$ cat config.mk
export PLATFORM = sky130hd
export DESIGN_NAME = svm_ctrl
export DESIGN_NICKNAME = d
export VERILOG_FILES = /design/src/hw/rtl/svm_pkg.sv /design/src/hw/rtl/svm_ctrl.sv
export SDC_FILE = /design/constraint.sdc
export NUM_CORES = 1
export LEC_CHECK = 0
export BUFFER_PORTS_ARGS = -buffer_cell sky130_fd_sc_hd__buf_2
export CAP_MARGIN = 10
export CORE_AREA = 2 2 39 41
export CTS_CLUSTER_SIZE = 25
export DETAILED_ROUTE_END_ITERATION = 10
export DIE_AREA = 0 0 41 43
export GPL_TIMING_DRIVEN = 0
export HOLD_SLACK_MARGIN = 0.03
export PLACE_DENSITY_LB_ADDON = 0.25
export SETUP_SLACK_MARGIN = 0.02
export SYNTH_ARGS = -nofsm -noshare
export SYNTH_HDL_FRONTEND = slang
export SYNTH_SLANG_ARGS = --single-unit
$ cat constraint.sdc
create_clock -name clk_i -period 3.55 [get_ports clk_i]
set_input_delay 0.355 -clock clk_i [delete_from_list [all_inputs] [get_ports clk_i]]
set_output_delay 0.355 -clock clk_i [all_outputs]
set_load 0.02 [all_outputs]
$ cat src/hw/rtl/svm_pkg.sv
// Shared types, constants and helpers of the stack virtual machine step block.
package svm_pkg;

  localparam int unsigned MEM_WORDS = 4096;
  localparam int unsigned MEM_AW    = $clog2(MEM_WORDS);
  localparam int unsigned PC_W      = 14;
  localparam int unsigned SP_W      = 15;

  typedef struct packed {
    logic        mode;
    logic [11:0] word_addr;
    logic [31:0] word_value;
  } svm_in_t;

  typedef struct packed {
    logic [2:0]      status;
    logic [31:0]     acc;
    logic [PC_W-1:0] prog_counter;
    logic [SP_W-1:0] stack_ptr;
    logic [31:0]     exit_value;
    logic [5:0]      trap_opcode;
  } svm_out_t;

  localparam logic [2:0] ST_OK     = 3'd0;
  localparam logic [2:0] ST_EXIT   = 3'd1;
  localparam logic [2:0] ST_TRAP   = 3'd2;
  localparam logic [2:0] ST_UNK    = 3'd3;
  localparam logic [2:0] ST_DIV0   = 3'd4;
  localparam logic [2:0] ST_HALTED = 3'd5;

  localparam logic CFG_ENTRY = 1'b0;
  localparam logic CFG_STACK = 1'b1;

  localparam logic [5:0] OP_LEA  = 6'd0;
  localparam logic [5:0] OP_IMM  = 6'd1;
  localparam logic [5:0] OP_JMP  = 6'd2;
  localparam logic [5:0] OP_CALL = 6'd3;
  localparam logic [5:0] OP_JZ   = 6'd4;
  localparam logic [5:0] OP_JNZ  = 6'd5;
  localparam logic [5:0] OP_ENT  = 6'd6;
  localparam logic [5:0] OP_ADJ  = 6'd7;
  localparam logic [5:0] OP_LEV  = 6'd8;
  localparam logic [5:0] OP_LI   = 6'd9;
  localparam logic [5:0] OP_LC   = 6'd10;
  localparam logic [5:0] OP_SI   = 6'd11;
  localparam logic [5:0] OP_SC   = 6'd12;
  localparam logic [5:0] OP_PUSH = 6'd13;
  localparam logic [5:0] OP_OR   = 6'd14;
  localparam logic [5:0] OP_XOR  = 6'd15;
  localparam logic [5:0] OP_AND  = 6'd16;
  localparam logic [5:0] OP_EQ   = 6'd17;
  localparam logic [5:0] OP_NE   = 6'd18;
  localparam logic [5:0] OP_LT   = 6'd19;
  localparam logic [5:0] OP_GT   = 6'd20;
  localparam logic [5:0] OP_LE   = 6'd21;
  localparam logic [5:0] OP_GE   = 6'd22;
  localparam logic [5:0] OP_SHL  = 6'd23;
  localparam logic [5:0] OP_SHR  = 6'd24;
  localparam logic [5:0] OP_ADD  = 6'd25;
  localparam logic [5:0] OP_SUB  = 6'd26;
  localparam logic [5:0] OP_MUL  = 6'd27;
  localparam logic [5:0] OP_DIV  = 6'd28;
  localparam logic [5:0] OP_MOD  = 6'd29;
  localparam logic [5:0] OP_OPEN = 6'd30;
  localparam logic [5:0] OP_MCMP = 6'd36;
  localparam logic [5:0] OP_EXIT = 6'd37;

  typedef enum logic [2:0] {
    PH_IDLE, PH_FOP, PH_FIMM, PH_EX, PH_RD, PH_RD2, PH_DIV, PH_DONE
  } phase_e;

  typedef struct packed {
    phase_e phase;
    logic   accept;
  } svm_cmd_t;

  typedef struct packed {
    logic halted;
    logic needs_read;
    logic needs_rd2;
    logic div_go;
    logic div_last;
  } svm_stat_t;

  function automatic logic [MEM_AW-1:0] mem_idx(input logic [31:0] byte_addr);
    return MEM_AW'(byte_addr >> 2);
  endfunction

  function automatic logic [31:0] sext8(input logic [7:0] b);
    return {{24{b[7]}}, b};
  endfunction

endpackage

$ cat src/hw/rtl/svm_ctrl.sv
// Sequencer of the stack machine: walks fetch, execute, operand and divide phases.
module svm_ctrl import svm_pkg::*; (
  input  logic      clk_i,
  input  logic      rst_ni,
  input  logic      start,
  input  logic      mode_i,
  input  svm_stat_t stat_i,
  output svm_cmd_t  cmd_o,
  output logic      busy,
  output logic      done_o
);

  typedef enum logic [2:0] {
    S_IDLE, S_FOP, S_FIMM, S_EX, S_RD, S_RD2, S_DIV, S_DONE
  } state_e;

  state_e state_q;
  logic   accept;

  assign busy   = (state_q != S_IDLE) && (state_q != S_DONE);
  assign accept = start && !busy;
  assign done_o = (state_q == S_DONE);

  always_comb begin
    unique case (state_q)
      S_IDLE: cmd_o.phase = PH_IDLE;
      S_FOP:  cmd_o.phase = PH_FOP;
      S_FIMM: cmd_o.phase = PH_FIMM;
      S_EX:   cmd_o.phase = PH_EX;
      S_RD:   cmd_o.phase = PH_RD;
      S_RD2:  cmd_o.phase = PH_RD2;
      S_DIV:  cmd_o.phase = PH_DIV;
      S_DONE: cmd_o.phase = PH_DONE;
      default: cmd_o.phase = PH_IDLE;
    endcase
    cmd_o.accept = accept;
  end

  always_ff @(posedge clk_i or negedge rst_ni) begin
    if (!rst_ni) begin
      state_q <= S_IDLE;
    end else begin
      unique case (state_q)
        S_IDLE, S_DONE: begin
          if (accept) begin
            // A memory write or a step of a halted machine finishes at once.
            state_q <= (!mode_i || stat_i.halted) ? S_DONE : S_FOP;
          end else begin
            state_q <= S_IDLE;
          end
        end
        S_FOP:  state_q <= S_FIMM;
        S_FIMM: state_q <= S_EX;
        S_EX:   state_q <= stat_i.needs_read ? S_RD : S_DONE;
        S_RD: begin
          if (stat_i.needs_rd2) begin
            state_q <= S_RD2;
          end else if (stat_i.div_go) begin
            state_q <= S_DIV;
          end else begin
            state_q <= S_DONE;
          end
        end
        S_RD2:  state_q <= S_DONE;
        S_DIV:  state_q <= stat_i.div_last ? S_DONE : S_DIV;
        default: state_q <= S_IDLE;
      endcase
    end
  end

  ap_done_not_busy: assert property (@(posedge clk_i) disable iff (!rst_ni)
    done_o |-> !busy) else $error("done while busy");
  ap_fetch_order: assert property (@(posedge clk_i) disable iff (!rst_ni)
    state_q == S_FOP |=> state_q == S_FIMM) else $error("fetch order broken");
  ap_halted_direct: assert property (@(posedge clk_i) disable iff (!rst_ni)
    accept && stat_i.halted |=> done_o) else $error("halted step not direct");

endmodule

Word level (Yosys, flattened, before mapping)
Memories as Yosys holds them, arrays and structs flattened.
Cells that the tools add are included.

operators by class
  equal/unequal tests = 8
  mux-type cells = 7
  reduce and logical (&&, ||, !) cells = 8

operator list
  kind                                                 number
  case mux 3 bit (7 select lines)                      1
  equality test 3 bit, second input constant           4
  equality test 3 x 2 -> 1 bit, second input constant  2
  two-way mux 3 bit                                    2
  two-way mux 2 bit                                    2
  equality test 3 x 1 -> 1 bit, second input constant  1
  zero test 3 bit                                      1
  inequality test 3 bit, second input constant         1
  nonzero test 3 bit                                   1
  logical AND 1 bit                                    2
  zero test 1 bit                                      2
  two-way mux 1 bit                                    2
  OR reduction 2 bit                                   1
  logical OR 1 bit                                     1

storage, ports and cells
  register bits after elaboration = 3
  memory bits (read-only) = 24
  input port bits = 9
  output and inout bits = 6
  logic and storage cells = 25
  memories kept = 1

memory list
  name             words  bits a word  rd ports  clocked after memory_dff  write ports  line            RTL
  (no name shown)  8      3            1         0                         0            svm_ctrl.sv:25  unique case (state_q)

Longest topological paths before layout
  depth in word-level cells = 6
  mapped depth = 6
  depth with buffers taken out = 3

Least setup slack after synthesis
Ideal clock, no wire load.

  path kind = flip-flop to output port
  from = register state_q[2]
  to = output cmd_o[0] in the netlist's numbering
  data arrival time = 1.229 ns
  required time = 3.195 ns
  setup slack = 1.966 ns
  stages on the path, launching flop included = 7
  buffers on the path = 3
  path through = dfrtp_1 buf_6 and3_4 buf_6 o21ai_1 inv_1 buf_4

on the way
  longest elaborated chain between the ends = 4
  elaborated cells between the ends (all ways) = 5
  those cells by class = 1 x eq/ne; 4 x reduce/logical

ends and longest elaborated chain
  element                                                             line            RTL
  from (decl)                                                         svm_ctrl.sv:17  state_e state_q;
  from (signal assigned)                                              svm_ctrl.sv:47  state_q <= (!mode_i || stat_i.halted) ? S_DONE : S_FOP;
  from (signal assigned)                                              svm_ctrl.sv:54  S_EX: state_q <= stat_i.needs_read ? S_RD : S_DONE;
  from (signal assigned)                                              svm_ctrl.sv:65  S_DIV: state_q <= stat_i.div_last ? S_DONE : S_DIV;
  inequality test 3 bit / nonzero test 3 bit (equally long branches)  svm_ctrl.sv:20  assign busy = (state_q != S_IDLE) && (state_q != S_DONE);
  logical AND 1 bit (*)                                               svm_ctrl.sv:20
  zero test 1 bit (*)                                                 svm_ctrl.sv:21  assign accept = start && !busy;
  logical AND 1 bit (*)                                               svm_ctrl.sv:21
  to (decl)                                                           svm_ctrl.sv:8   output svm_cmd_t cmd_o,

Every way passes the cells marked *; elsewhere a longest branch is shown, timed or not.

Final worst setup path
Ends and elaborated chain as after synthesis.

==> results.md <==
* Hold Path Stages at 3
* YS warnings at 0
* Synth Area per Inst at 9.04 µm²
* Simple-Gate Fraction of Synth Area at between 20 and 30%
* Dpl cells at between 50 and 60
* Commonest non-fill, non-tap cell in the layout: buf_2
* Setup_tns at 0 ns
* Antenna diode count at 0
* Final Hold Fails at 0
* Starting Density at 17.6%
* Synth unique cells at 19
* Global placement routability congestion at 0.645
* Max FO, Critical Path at 9
* Reg with most FFs: state_q
* Clk root buf: clkbuf_4
* Clk pwr share at 17.0%
* VDD IR max at 0.000267 V
* I/O Buffers at 14
* Post-DP Area at 334 µm²
* Sequential-to-total area share from yosys stat at 30.8%
* Met2 WL at ~320 µm
* Sequential share of power at between 20% and 30%
* Total congestion overflow at 0
* Vias in the first global route at 241
* Die W at between 40 and 50 µm
* Max reg flops at 3
* Hold Path Origin: start
* Most frequent cells in the layout: buf_2, nor2_1, clkbuf_4, dfrtp_1
* Crit path launch type: flip-flop
* P_sw at 153 µW
* Post-synthesis cell area at 244 µm²
* Core footprint at 1380 µm²
* DRT iter0 DRCs at 0
* Post-Synth XOR/XNOR Area at 0%
* Int Power at about 200 µW
* Syn nets at 36
* Critical Path RT at 3.19 ns
* Synth Area in Compound Gates at between 20 and 30%
* RSZ-0062 raised after global routing: no
* CP Class: flip-flop to primary output
* Pre-antenna DRT Iters at 1
* Static Leak at 0.000174 µW
* GRT Total Usage at 7.19%
* Vias post-DR at 258
* CTS sink cnt at 3
* Nets at between 50 and 60
* #FFs+latches synth at 3
* Row count at 14
* CP Data Arrival Time at 1.55 ns
* Post-DRT Antenna Nets at 0
* Die ar. at about 1800 µm²
* Clock skew at 0.000728 ns
* Slew of the pin with the lowest slew margin at 0.314 ns
* Fin cells at between 60 and 70
* Die height at 43 µm
* Final max-slew violation count at 0
* Max Cap Violations at 0
* Worst r2r dst: state_q[0]
* Initial antenna violation count at 0
* Vias per cell at approximately 4.2
* Top sig layer: met3
* Residual DRC at 0
* Gate power share at 60.9%
* Post-CTS Resized at 0
* Status: finished, final reports clean
* Hold endpoint: state_q[2]
* FF-to-FF setup slack at 2.30 ns
* Final Critical Period at 1.90 ns
* Clk slew on worst S/H paths at 0.03 ns
* Yosys top cell area share at 30.8%
* Synth top area cells: dfrtp_1, buf_6, nand2b_1
* Sw Share at between 40% and 50%
* Num CTS Buffers at 3
* Reg-to-Reg Start: state_q[2]
* Io pins at 15
* CTS tree: yes
* Max_slew headroom at between 70 and 80%
* First-pass GRT wire length at 869 µm
* Power Dens Cells at 942 nW/µm²
* Area leader, netlist: dfrtp_1
* Mux contribution to synthesized area at 0%
* Setup Buffers After CTS at 0
* Synth Area in Adders at 0%
* CP endpoint kind: primary output
* Design Area, Final at 370 µm²
* Pin count of the biggest net entering global routing at 10
* Largest regs: state_q x3
* WL final at roughly 600 µm
* Syn Inst Count at 27
* Final period util at between 50% and 60%
* Met3 wire len at ~30 µm
* Wirelength per Cell at 9.77 µm
* Syn-to-layout area delta at 51.8%
* Setup Viol. Count Final at 0
* Share of layout cells above drive strength 1 at around half
* DP HPWL at about 500 µm
* H-tree levels at 1
* Max frequency at 0.526 GHz
* Bufs on Longest Clock Path at 2
* Hold-fix buffers, CTS at 1
* R2r worst-path depth at 5
* Worst-Skew Late Latency at 0.23 ns
* Type of the tightest min-delay check: primary input to flip-flop
* Routed met1 length at roughly 260 µm
* Largest family of logic cells by synthesized area: compound AO/OA/AOI/OAI gates
-- per-layer routing --
layer | vias to the layer above | GRT usage [%]
li1 | 135 | -
met1 | 116 | 7.59
met2 | 7 | 12.2
met3 | 0 | 0
met4 | 0 | 6.00
met5 | - | 0
-- area by class of cell --
cell class	instances	area [µm²]
flip-flops and latches	3	75.1
inverters	1	3.75
repair buffers	15	80.1
fillers	166	1010
well taps	16	20.0
clock buffers	4	26.3
multi-input cells	20	135
plain buffers	3	30.0
-- stage by stage --
stage / utilization [%] / hold WS, ns / setup WS, ns / total power, µW
floorplan: - / 0.0594 / 1.97 / 231
global placement: 24.1 / 0.151 / 1.90 / 288
detailed placement: 24.1 / 0.154 / 1.89 / 290
CTS: 26.8 / 0.404 / 1.63 / 355
global route: 26.8 / 0.417 / 1.56 / 380
finish: 26.8 / 0.410 / 1.65 / 349
-- cells by family (layout without fill, tap and decap cells) --
logic type	Yosys count	count (layout)
and+or+nand+nor	11	11
DFF	3	3
buffers and inverters	4	23
AOI/OAI and AO/OA	9	9
-- worst max path at each step --
stage               depth (start not counted)  slack (ns)        from  endpoint
floorplan                                   6        1.97  state_q[2]  cmd_o[0]
global placement                            7        1.90  state_q[2]  cmd_o[0]
detailed placement                          7        1.89  state_q[2]  cmd_o[0]
finish                                      7        1.65  state_q[2]  cmd_o[0]
CTS                                         7        1.63  state_q[2]  cmd_o[0]
global route                                7        1.56  state_q[2]  cmd_o[0]
-- synth_stat cells --
master,instances
buf_6,2
buf_4,1
and3_4,1
nor2b_1,1
o211ai_1,1
nand3_1,2
a2bb2oi_1,1
a21oi_2,1
nor2_1,3
a21boi_1,1
a31o_1,1
o21ai_1,1
a21oi_1,2
dfrtp_1,3
nand2b_1,2
and4b_2,1
nor3_1,1
o221a_1,1
inv_1,1
-- power groups by stage --
stage / combinational, µW / clock (µW) / sequential (µW)
finish: 212 / 59.3 / 77.2
global route: 232 / 68.2 / 79.5
CTS: 216 / 62.5 / 76.7
detailed placement: 213 / 0 / 76.9
global placement: 212 / 0 / 76.1
floorplan: 140 / 0 / 90.8
-- critical path, cell delays in order, from the launching register on --
cell and delay (ns):
dfrtp_1 0.38, buf_6 0.14, and3_4 0.17, buf_6 0.12, o21ai_1 0.18, inv_1 0.06, buf_4 0.12, buf_2 0.14
No activity file was read; power rests on OpenSTA's default activity.
